===== config.mk =====
export PLATFORM = sky130hd
export DESIGN_NAME = gnss_binary_frame_receiver_unit
export DESIGN_NICKNAME = d
export VERILOG_FILES = /design/src/rtl/core/gbfr_pkg.sv /design/src/rtl/core/gnss_binary_frame_receiver_unit.sv /design/src/rtl/core/gbfr_parser.sv /design/src/rtl/core/gbfr_skid.sv
export SDC_FILE = /design/constraint.sdc
export NUM_CORES = 1
export LEC_CHECK = 0
export ABC_AREA = 1
export BUFFER_PORTS_ARGS = -buffer_cell sky130_fd_sc_hd__buf_2
export CAP_MARGIN = 15
export CORE_AREA = 2 2 153 155
export CTS_CLUSTER_SIZE = 40
export DETAILED_ROUTE_END_ITERATION = 6
export DIE_AREA = 0 0 155 157
export HOLD_SLACK_MARGIN = 0.03
export PLACE_DENSITY = 0.82
export SYNTH_ARGS = -nofsm -noshare
export SYNTH_HDL_FRONTEND = slang
export SYNTH_SLANG_ARGS = --single-unit

===== constraint.sdc =====
create_clock -name clock -period 11.55 [get_ports clock]
set_input_delay 0 -clock clock [delete_from_list [all_inputs] [get_ports clock]]
set_output_delay 0 -clock clock [all_outputs]
set_load 0.03 [all_outputs]

===== src/rtl/core/gbfr_pkg.sv =====
// ----------------------------------------------------------------------------
// gbfr_pkg
// Shared types, constants and the message decoder of the binary frame receiver.
// ----------------------------------------------------------------------------
package gbfr_pkg;

   localparam logic [10:0] MaxPayload   = 11'd1024;
   localparam logic [10:0] CsrLenReset  = 11'd1024;
   localparam logic [7:0]  SyncFirst    = 8'hB5;
   localparam logic [7:0]  SyncSecond   = 8'h62;

   localparam logic [3:0] PhHunt1   = 4'd0;
   localparam logic [3:0] PhHunt2   = 4'd1;
   localparam logic [3:0] PhClass   = 4'd2;
   localparam logic [3:0] PhId      = 4'd3;
   localparam logic [3:0] PhLenLo   = 4'd4;
   localparam logic [3:0] PhLenHi   = 4'd5;
   localparam logic [3:0] PhPayload = 4'd6;
   localparam logic [3:0] PhCkA     = 4'd7;
   localparam logic [3:0] PhCkB     = 4'd8;

   localparam logic KindPayload = 1'b0;
   localparam logic KindReport  = 1'b1;

   localparam logic [1:0] StatusOk      = 2'd0;
   localparam logic [1:0] StatusBadSum  = 2'd1;
   localparam logic [1:0] StatusUnknown = 2'd2;
   localparam logic [1:0] StatusTooLong = 2'd3;

   localparam logic [3:0] MsgUnknown = 4'd0;
   localparam logic [3:0] MsgNavPvt  = 4'd1;
   localparam logic [3:0] MsgNavDop  = 4'd2;
   localparam logic [3:0] MsgNavSat  = 4'd3;
   localparam logic [3:0] MsgMonGnss = 4'd4;
   localparam logic [3:0] MsgMonVer  = 4'd5;
   localparam logic [3:0] MsgAckAck  = 4'd6;
   localparam logic [3:0] MsgAckNak  = 4'd7;
   localparam logic [3:0] MsgUniqId  = 4'd8;

   typedef struct packed {
      logic        kind;
      logic [7:0]  payload_data;
      logic [9:0]  byte_index;
      logic [7:0]  frame_class;
      logic [7:0]  frame_id;
      logic [3:0]  message_kind;
      logic [1:0]  status;
      logic [15:0] frame_count;
      logic [15:0] good_count;
      logic [15:0] bad_count;
   } rsp_item_type;

   function automatic logic [3:0] decode_kind(input logic [7:0] cls, input logic [7:0] id);
      logic [3:0] mk;
      mk = MsgUnknown;
      case (cls)
         8'h01: begin
            if (id == 8'h07) mk = MsgNavPvt;
            else if (id == 8'h04) mk = MsgNavDop;
            else if (id == 8'h35) mk = MsgNavSat;
         end
         8'h0A: begin
            if (id == 8'h28) mk = MsgMonGnss;
            else if (id == 8'h04) mk = MsgMonVer;
         end
         8'h05: begin
            if (id == 8'h01) mk = MsgAckAck;
            else if (id == 8'h00) mk = MsgAckNak;
         end
         8'h27: begin
            if (id == 8'h03) mk = MsgUniqId;
         end
         default: mk = MsgUnknown;
      endcase
      return mk;
   endfunction

endpackage


===== src/rtl/core/gnss_binary_frame_receiver_unit.sv =====
// ----------------------------------------------------------------------------
// gnss_binary_frame_receiver_unit
// Receiver for binary GNSS frames with sync hunt and 8-bit Fletcher checksum.
// ----------------------------------------------------------------------------
// One received byte is taken per cycle on the request channel while it is not
// stalled, with no gaps needed between bytes. Each byte is handled in the cycle
// it is accepted by the frame state machine, and any response (a payload byte
// with its index, or a frame-end report carrying class, id, message type, status
// and the running frame counters) is driven onto the response channel from a register.
// A two-deep response buffer lets requests keep flowing while one response
// waits; the request channel stalls only when both entries are held.
// The payload limit is the smaller of the written register and 1024 bytes;
// write it only while no frame is in progress.
module gnss_binary_frame_receiver_unit (
   input  logic        clock,
   input  logic        reset,
   input  logic        req_tvalid,
   output logic        req_tready,
   input  logic [7:0]  req_tdata,   // rx_byte
   output logic        rsp_tvalid,
   input  logic        rsp_tready,
   output logic [87:0] rsp_tdata,   // payload_data, byte_index, frame_class, frame_id,
                                    // message_kind, status, frame_count, good_count,
                                    // bad_count
   output logic        rsp_tuser,   // kind
   input  logic        csr_wr_en,
   input  logic [10:0] csr_wr_data  // max_payload_len
);
   import gbfr_pkg::*;

   logic [10:0]  max_len_ff;
   logic         step_en;
   logic         res_valid;
   rsp_item_type res_item;
   rsp_item_type out_item;
   logic         can_push;

   always_ff @(posedge clock) begin
      if (reset) begin
         max_len_ff <= CsrLenReset;
      end else if (csr_wr_en) begin
         max_len_ff <= csr_wr_data;
      end
   end

   assign req_tready = can_push;
   assign step_en    = req_tvalid && can_push;

   gbfr_parser u_parser (
      .clock     (clock),
      .reset     (reset),
      .step_en   (step_en),
      .rx_byte   (req_tdata),
      .max_len   (max_len_ff),
      .res_valid (res_valid),
      .res_item  (res_item)
   );

   gbfr_skid u_skid (
      .clock     (clock),
      .reset     (reset),
      .push      (res_valid),
      .push_item (res_item),
      .can_push  (can_push),
      .out_valid (rsp_tvalid),
      .out_ready (rsp_tready),
      .out_item  (out_item)
   );

   assign rsp_tuser = out_item.kind;
   assign rsp_tdata = {out_item.bad_count, out_item.good_count, out_item.frame_count,
                       out_item.status, out_item.message_kind, out_item.frame_id,
                       out_item.frame_class, out_item.byte_index, out_item.payload_data};

   a_full_implies_valid: assert property (@(posedge clock) disable iff (reset)
      !req_tready |-> rsp_tvalid)
      else $error("Request side stalled with no response held.");

   a_payload_clean: assert property (@(posedge clock) disable iff (reset)
      (rsp_tvalid && rsp_tuser == KindPayload) |-> (rsp_tdata[39:34] == 6'd0))
      else $error("Payload response carries a message type or status.");

   a_ok_known: assert property (@(posedge clock) disable iff (reset)
      (rsp_tvalid && rsp_tuser == KindReport && rsp_tdata[39:38] == StatusOk)
      |-> (rsp_tdata[37:34] != MsgUnknown))
      else $error("Good frame report with unknown message type.");

   a_report_no_data: assert property (@(posedge clock) disable iff (reset)
      (rsp_tvalid && rsp_tuser == KindReport) |-> (rsp_tdata[17:0] == 18'd0))
      else $error("Frame report carries payload data or index.");

endmodule


===== src/rtl/core/gbfr_parser.sv =====
// ----------------------------------------------------------------------------
// gbfr_parser
// Byte-wide frame state machine with checksum, length check and counters.
// ----------------------------------------------------------------------------
module gbfr_parser (
   input  logic                  clock,
   input  logic                  reset,
   input  logic                  step_en,
   input  logic [7:0]            rx_byte,
   input  logic [10:0]           max_len,
   output logic                  res_valid,
   output gbfr_pkg::rsp_item_type res_item
);
   import gbfr_pkg::*;

   logic [3:0]  phase_ff,   phase_in;
   logic [7:0]  class_ff,   class_in;
   logic [7:0]  id_ff,      id_in;
   logic [15:0] len_ff,     len_in;
   logic [10:0] pos_ff,     pos_in;
   logic [7:0]  sum_a_ff,   sum_a_in;
   logic [7:0]  sum_b_ff,   sum_b_in;
   logic [7:0]  rcv_a_ff,   rcv_a_in;
   logic [15:0] total_ff,   total_in;
   logic [15:0] good_ff,    good_in;
   logic [15:0] bad_ff,     bad_in;

   logic [10:0] limit;
   logic [7:0]  add_a;
   logic [7:0]  add_b;
   logic [15:0] len_full;
   logic [10:0] pos_next;
   logic [3:0]  mk;

   assign limit    = (max_len > MaxPayload) ? MaxPayload : max_len;
   assign add_a    = sum_a_ff + rx_byte;
   assign add_b    = sum_b_ff + add_a;
   assign len_full = {rx_byte, len_ff[7:0]};
   assign pos_next = pos_ff + 11'd1;
   assign mk       = decode_kind(class_ff, id_ff);

   always_comb begin
      phase_in = phase_ff;
      class_in = class_ff;
      id_in    = id_ff;
      len_in   = len_ff;
      pos_in   = pos_ff;
      sum_a_in = sum_a_ff;
      sum_b_in = sum_b_ff;
      rcv_a_in = rcv_a_ff;
      total_in = total_ff;
      good_in  = good_ff;
      bad_in   = bad_ff;
      res_valid = 1'b0;
      res_item.kind         = KindReport;
      res_item.payload_data = 8'd0;
      res_item.byte_index   = 10'd0;
      res_item.message_kind = MsgUnknown;
      res_item.status       = StatusOk;
      if (step_en) begin
         case (phase_ff)
            PhHunt2: begin
               if (rx_byte == SyncSecond) begin
                  phase_in = PhClass;
                  sum_a_in = 8'd0;
                  sum_b_in = 8'd0;
               end else if (rx_byte != SyncFirst) begin
                  phase_in = PhHunt1;
               end
            end
            PhClass: begin
               class_in = rx_byte;
               sum_a_in = add_a;
               sum_b_in = add_b;
               phase_in = PhId;
            end
            PhId: begin
               id_in    = rx_byte;
               sum_a_in = add_a;
               sum_b_in = add_b;
               phase_in = PhLenLo;
            end
            PhLenLo: begin
               len_in   = {8'd0, rx_byte};
               sum_a_in = add_a;
               sum_b_in = add_b;
               phase_in = PhLenHi;
            end
            PhLenHi: begin
               len_in   = len_full;
               sum_a_in = add_a;
               sum_b_in = add_b;
               pos_in   = 11'd0;
               if (len_full > {5'd0, limit}) begin
                  total_in        = total_ff + 16'd1;
                  phase_in        = PhHunt1;
                  res_valid       = 1'b1;
                  res_item.status = StatusTooLong;
               end else if (len_full == 16'd0) begin
                  phase_in = PhCkA;
               end else begin
                  phase_in = PhPayload;
               end
            end
            PhPayload: begin
               sum_a_in              = add_a;
               sum_b_in              = add_b;
               res_valid             = 1'b1;
               res_item.kind         = KindPayload;
               res_item.payload_data = rx_byte;
               res_item.byte_index   = pos_ff[9:0];
               pos_in                = pos_next;
               if ({5'd0, pos_next} >= len_ff) phase_in = PhCkA;
            end
            PhCkA: begin
               rcv_a_in = rx_byte;
               phase_in = PhCkB;
            end
            PhCkB: begin
               phase_in  = PhHunt1;
               total_in  = total_ff + 16'd1;
               res_valid = 1'b1;
               if (rcv_a_ff != sum_a_ff || rx_byte != sum_b_ff) begin
                  bad_in          = bad_ff + 16'd1;
                  res_item.status = StatusBadSum;
               end else begin
                  good_in               = good_ff + 16'd1;
                  res_item.message_kind = mk;
                  res_item.status       = (mk == MsgUnknown) ? StatusUnknown : StatusOk;
               end
            end
            default: begin
               phase_in = (rx_byte == SyncFirst) ? PhHunt2 : PhHunt1;
            end
         endcase
      end
      res_item.frame_class = class_in;
      res_item.frame_id    = id_in;
      res_item.frame_count = total_in;
      res_item.good_count  = good_in;
      res_item.bad_count   = bad_in;
   end

   always_ff @(posedge clock) begin
      if (reset) begin
         phase_ff <= PhHunt1;
         class_ff <= 8'd0;
         id_ff    <= 8'd0;
         len_ff   <= 16'd0;
         pos_ff   <= 11'd0;
         sum_a_ff <= 8'd0;
         sum_b_ff <= 8'd0;
         rcv_a_ff <= 8'd0;
         total_ff <= 16'd0;
         good_ff  <= 16'd0;
         bad_ff   <= 16'd0;
      end else begin
         phase_ff <= phase_in;
         class_ff <= class_in;
         id_ff    <= id_in;
         len_ff   <= len_in;
         pos_ff   <= pos_in;
         sum_a_ff <= sum_a_in;
         sum_b_ff <= sum_b_in;
         rcv_a_ff <= rcv_a_in;
         total_ff <= total_in;
         good_ff  <= good_in;
         bad_ff   <= bad_in;
      end
   end

endmodule


===== src/rtl/core/gbfr_skid.sv =====
// ----------------------------------------------------------------------------
// gbfr_skid
// Result register with a skid stage, so the input side never waits on the
// combinational ready of the output side.
// ----------------------------------------------------------------------------
module gbfr_skid (
   input  logic                   clock,
   input  logic                   reset,
   input  logic                   push,
   input  gbfr_pkg::rsp_item_type push_item,
   output logic                   can_push,
   output logic                   out_valid,
   input  logic                   out_ready,
   output gbfr_pkg::rsp_item_type out_item
);
   import gbfr_pkg::*;

   logic         out_valid_ff,  out_valid_in;
   logic         skid_valid_ff, skid_valid_in;
   rsp_item_type out_item_ff,   out_item_in;
   rsp_item_type skid_item_ff,  skid_item_in;
   logic         drain;

   assign drain     = !out_valid_ff || out_ready;
   assign can_push  = !skid_valid_ff;
   assign out_valid = out_valid_ff;
   assign out_item  = out_item_ff;

   always_comb begin
      out_valid_in  = out_valid_ff;
      skid_valid_in = skid_valid_ff;
      out_item_in   = out_item_ff;
      skid_item_in  = skid_item_ff;
      if (drain) begin
         if (skid_valid_ff) begin
            out_valid_in  = 1'b1;
            out_item_in   = skid_item_ff;
            skid_valid_in = 1'b0;
         end else begin
            out_valid_in = push;
            out_item_in  = push_item;
         end
      end else if (push) begin
         skid_valid_in = 1'b1;
         skid_item_in  = push_item;
      end
   end

   always_ff @(posedge clock) begin
      if (reset) begin
         out_valid_ff  <= 1'b0;
         skid_valid_ff <= 1'b0;
      end else begin
         out_valid_ff  <= out_valid_in;
         skid_valid_ff <= skid_valid_in;
      end
      out_item_ff  <= out_item_in;
      skid_item_ff <= skid_item_in;
   end

endmodule

==> flow_summary.toml <==
[placed_design]
place.detailed.instances = 2023
buffer_ports.inserted = 114
dp.final_hpwl_um = 21980
final_weighted_congestion_in_routability_driven_placement = 0.8815

[layout]
core_util_final_pct = 74.44
layout-drive-gt1-share_pct = 11.53
nets_finish = 1881
layoutNonFillerInstCount = 2123
antenna_cells = 0
layout-area-overhead-vs-synth_pct = 15.08

[power_and_ir_drop]
power.combinational.fraction_pct = 7.5
sequentialPowerShare_pct = 50.5
intPower_uw = 1820
power.share.clock_pct = 42.0
netSwitchingFraction_pct = 22.74
cellLeakagePower_uw = 0.007598
power_uw = 2356
vdd_drop_max_mv = 0.1206
pwr_dens_nw_per_um2 = 140.7
switchingPower_uw = 535.8

[floorplan]
standard_cell_row_count = 55
design.portCount = 115
fp.dieArea_um2 = 24340
core-area_um2 = 22500
die_height_um = 157
die_width_um = 155
start_util_pct = 64.69

[global_route]
grt_pass1_vias = 11207
grt_start_max_net_pins = 127
grt_overflow_total = 0
groute.usage.overall_pct = 27.70
first_pass_grt_wire_length_um = 54410
antenna_violations_before_repair = 0

[drt]
remaining_drc_errors = 6
met3_wirelength_um = 2285
detailedRoute.firstPassIterationCount = 7
wl_met2_um = 16220
top_layer = "met4"
post_drt_wl_per_cell_um = 15.92
dr.first_iter.drc_count = 1027
via_count = 11829
antenna_left = 0
vias_per_cell = 5.572
wirelength_met1_um = 14120
total_wirelength_of_the_detailed_routed_design_um = 33790

[status]
status = "complete, but fails checks"
failing_checks = "design-rule violations"

[cts]
clkSinkCount = 310
clock_tree_from_tritoncts = "built"
clk_transition_reported_paths_ns = 0.07
max-clock-path-buffers = 3
clock_tree.htree_level_count = 1
clk-insertion-delay-late_ns = 0.55
cts_root_buf = "sky130_fd_sc_hd__clkbuf_16"
post_cts_buffers = 0
number_of_buffers_inserted_during_clock_tree_synthesis = 30

[logic_synthesis]
synth_enable_flop_cells = 178
asyncSetResetFlopFracSynth_pct = 0
synthesis.area_per_instance_um2 = 8.701
compound_gate_portion_of_the_synthesized_area_pct = 8.982
number_of_distinct_library_cell_variants_in_the_gate_level_netlist_after_synthesis = 50
synth_fp_nets = 1739
synthMuxAreaShare_pct = 0
synth_simple_gate_area_share_pct = 23.13
yosysSeqAreaShare_pct = 54.87
xor_and_xnor_area_share_after_synthesis_pct = 2.286
synth-seq-cells = 310
postSynthCellCount = 1673
main_combinational_cell_family_by_area_after_synthesis = "simple AND/OR/NAND/NOR gates"
synth-main-ff-cell = "sky130_fd_sc_hd__edfxtp_1"
yosysWarningCount = 0
synth_area_um2 = 14560
synth_fa_ha_area_share_pct = 3.713

[setup_path]
critPathCaptureType = "flip-flop"
critical_path_cell_count = 17
worst_path_most_repeated_cell = "sky130_fd_sc_hd__nand2_1"
critPathArrivalTime_ns = 4.98
crit_path_cell_trace = "or4_1 > nor3_1 > nand3_1 > nand2_1 > nand2_1 > ha_1 > nand2_1 > nor2_1 > nand2_1 > nand2_1 > nand2_1 > nand2_1 > nand2_1 > nand2_2 > nand2_4 > a21oi_4 > buf_4"
worstPathRequired_ns = 11.72
worst_path_largest_cell_delay_ns = 0.84
reg2regPathDepth = 17
crit_slowest_cell = "sky130_fd_sc_hd__a21oi_4"
worst_r2r_endpoint = "u_skid.skid_item_ff[7]$_DFFE_PP_"
critical_path.endpoint = "u_skid.skid_item_ff[7]$_DFFE_PP_"
critPathBufInv = 1
setup.worst_path.start_class = "flip-flop"
r2r-start = "max_len_ff[9]$_SDFFE_PP0P_"
path_delay_family = "simple AND/OR/NAND/NOR gates"
r2r_setup_slack_ns = 6.74
cp_max_fanout = 61
crit_type = "reg -> reg"
setup.worst_path.start = "max_len_ff[9]$_SDFFE_PP0P_"

[timing]
finalMaxSlewViolations = 0
timing_hold_violations_final = 0
worst_pin_slew_ns = 1.030
rsz0062_at_grt = "false"
timing.final.setup_violations = 0
setup_skew_after_layout_ns = 0.009480
hold_ws_ns = 0.09401
final.setup.tns_ns = 0
max_freq_mhz = 208.0
maxSlewHeadroom_pct = 30.93
period_needed_ns = 4.809
timing.final.crit_share_pct = 41.63

[hold_path]
hold_path.class = "in -> reg"

[flow_run]
maxCapViolations = 0
[placed cells by master (no fill, tap or decap), types with 6 or more instances in the layout]
master	netlist	routed
sky130_fd_sc_hd__a211oi_1	7	7
sky130_fd_sc_hd__a21oi_1	94	93
sky130_fd_sc_hd__a22oi_1	9	9
sky130_fd_sc_hd__buf_2	9	113
sky130_fd_sc_hd__clkbuf_1	33	7
sky130_fd_sc_hd__clkbuf_16	0	31
sky130_fd_sc_hd__clkinv_1	1	6
sky130_fd_sc_hd__clkinv_2	0	7
sky130_fd_sc_hd__dfxtp_1	132	131
sky130_fd_sc_hd__dlygate4sd3_1	0	43
sky130_fd_sc_hd__edfxtp_1	178	178
sky130_fd_sc_hd__ha_1	40	40
sky130_fd_sc_hd__inv_1	186	185
sky130_fd_sc_hd__inv_2	16	16
sky130_fd_sc_hd__nand2_1	442	442
sky130_fd_sc_hd__nand3_1	74	74
sky130_fd_sc_hd__nand3b_1	8	8
sky130_fd_sc_hd__nand4_1	27	27
sky130_fd_sc_hd__nor2_1	177	177
sky130_fd_sc_hd__nor3_1	19	19
sky130_fd_sc_hd__nor4_1	6	6
sky130_fd_sc_hd__o21ai_0	92	92
sky130_fd_sc_hd__o21ai_1	20	20
sky130_fd_sc_hd__xnor2_1	8	8
sky130_fd_sc_hd__xor2_1	30	30
[worst min path at each step]
stage / cells after the start / end / start
floorplan: 2 / max_len_ff[10]$_SDFFE_PP1P_ / csr_wr_data[10]
global placement: 3 / max_len_ff[0]$_SDFFE_PP0P_ / csr_wr_data[0]
detailed placement: 3 / max_len_ff[7]$_SDFFE_PP0P_ / csr_wr_data[7]
CTS: 4 / u_parser.bad_ff[11]$_SDFF_PP0_ / req_tvalid
global route: 4 / u_parser.bad_ff[11]$_SDFF_PP0_ / req_tvalid
finish: 4 / u_parser.bad_ff[11]$_SDFF_PP0_ / req_tvalid
[flip-flops by register name, summed over array words and instances (netlist names), 11 cells and up]
name	cells
u_skid.skid_item_ff	89
max_len_ff	11
u_skid.out_item	89
u_parser.good_ff	16
u_parser.bad_ff	16
u_parser.total_ff	16
u_parser.len_ff	16
u_parser.pos_ff	11
[Yosys cell counts (6+ instances only)]
cell type | number | share of area, %
sky130_fd_sc_hd__nand4_1 | 27 | 1.2
sky130_fd_sc_hd__a21oi_1 | 94 | 3.2
sky130_fd_sc_hd__nor2_1 | 177 | 4.6
sky130_fd_sc_hd__buf_2 | 9 | 0.31
sky130_fd_sc_hd__dfxtp_1 | 132 | 18
sky130_fd_sc_hd__o21ai_1 | 20 | 0.69
sky130_fd_sc_hd__nor4_1 | 6 | 0.26
sky130_fd_sc_hd__a211oi_1 | 7 | 0.36
sky130_fd_sc_hd__nand2_1 | 442 | 11
sky130_fd_sc_hd__nand3b_1 | 8 | 0.41
sky130_fd_sc_hd__edfxtp_1 | 178 | 37
sky130_fd_sc_hd__nor3_1 | 19 | 0.65
sky130_fd_sc_hd__inv_1 | 186 | 4.8
sky130_fd_sc_hd__xnor2_1 | 8 | 0.48
sky130_fd_sc_hd__a22oi_1 | 9 | 0.46
sky130_fd_sc_hd__o21ai_0 | 92 | 3.2
sky130_fd_sc_hd__buf_4 | 7 | 0.36
sky130_fd_sc_hd__nand3_1 | 74 | 2.5
sky130_fd_sc_hd__inv_2 | 16 | 0.41
sky130_fd_sc_hd__clkbuf_1 | 33 | 0.85
sky130_fd_sc_hd__ha_1 | 40 | 3.4
sky130_fd_sc_hd__xor2_1 | 30 | 1.8
[cell type report]
class	count	area (um2)
clock buffer	39	815.8
clock inverter	16	176.4
fill	1584	5752
inverter	203	763.2
multi-input combinational	1107	5559
sequential	310	7991
tap	285	356.6
timing repair buffer	163	1089
[metrics by stage]
stage,setup WS [ns],cell area [um2]
floorplan,4.338,14560
global placement,6.857,15270
detailed placement,6.742,15270
CTS,6.711,16700
global route,6.291,16750
finish,6.741,16750
[worst register-to-register path: stages (launching register included)]
cell and delay [ns]:
sky130_fd_sc_hd__dfxtp_1 0.32, sky130_fd_sc_hd__or4_1 0.52, sky130_fd_sc_hd__nor3_1 0.14, sky130_fd_sc_hd__nand3_1 0.10
sky130_fd_sc_hd__nand2_1 0.17, sky130_fd_sc_hd__nand2_1 0.09, sky130_fd_sc_hd__ha_1 0.30, sky130_fd_sc_hd__nand2_1 0.07
sky130_fd_sc_hd__nor2_1 0.16, sky130_fd_sc_hd__nand2_1 0.07, sky130_fd_sc_hd__nand2_1 0.07, sky130_fd_sc_hd__nand2_1 0.05
sky130_fd_sc_hd__nand2_1 0.09, sky130_fd_sc_hd__nand2_1 0.10, sky130_fd_sc_hd__nand2_2 0.29, sky130_fd_sc_hd__nand2_4 0.24
sky130_fd_sc_hd__a21oi_4 0.84, sky130_fd_sc_hd__buf_4 0.78
[cell families after synthesis]
family          count (synthesis)
flops                         310
xor+xnor                       38
buf+inv                       256
fa+ha+maj                      42
simple gates                  784
compound gates                243
[layer usage]
layer,vias to the layer above,global-route usage [%]
met5,-,0
met4,0,10.32
met3,89,2.946
met2,456,47.68
met1,5486,36.54
li1,5798,-
[timing repair]
action                                 in CTS  in global routing
gates resized for setup                     0                  0
setup endpoints to repair                   0                  0
hold buffers                               43                  0
endpoints found under the hold margin      81                  0
[power by group through the flow]
| stage | Combinational (uW) | Sequential [uW] | Clock (uW) |
|---|---|---|---|
| 6_report | 177 | 1190 | 991 |
| 5_1_grt | 194 | 1190 | 1040 |
| 4_1_cts | 171 | 1190 | 998 |
| 3_5_place_dp | 158 | 1210 | 0 |
| 3_3_place_gp | 153 | 1210 | 0 |
| 2_1_floorplan | 104 | 1220 | 0 |
No activity file was read; power rests on OpenSTA's default activity.
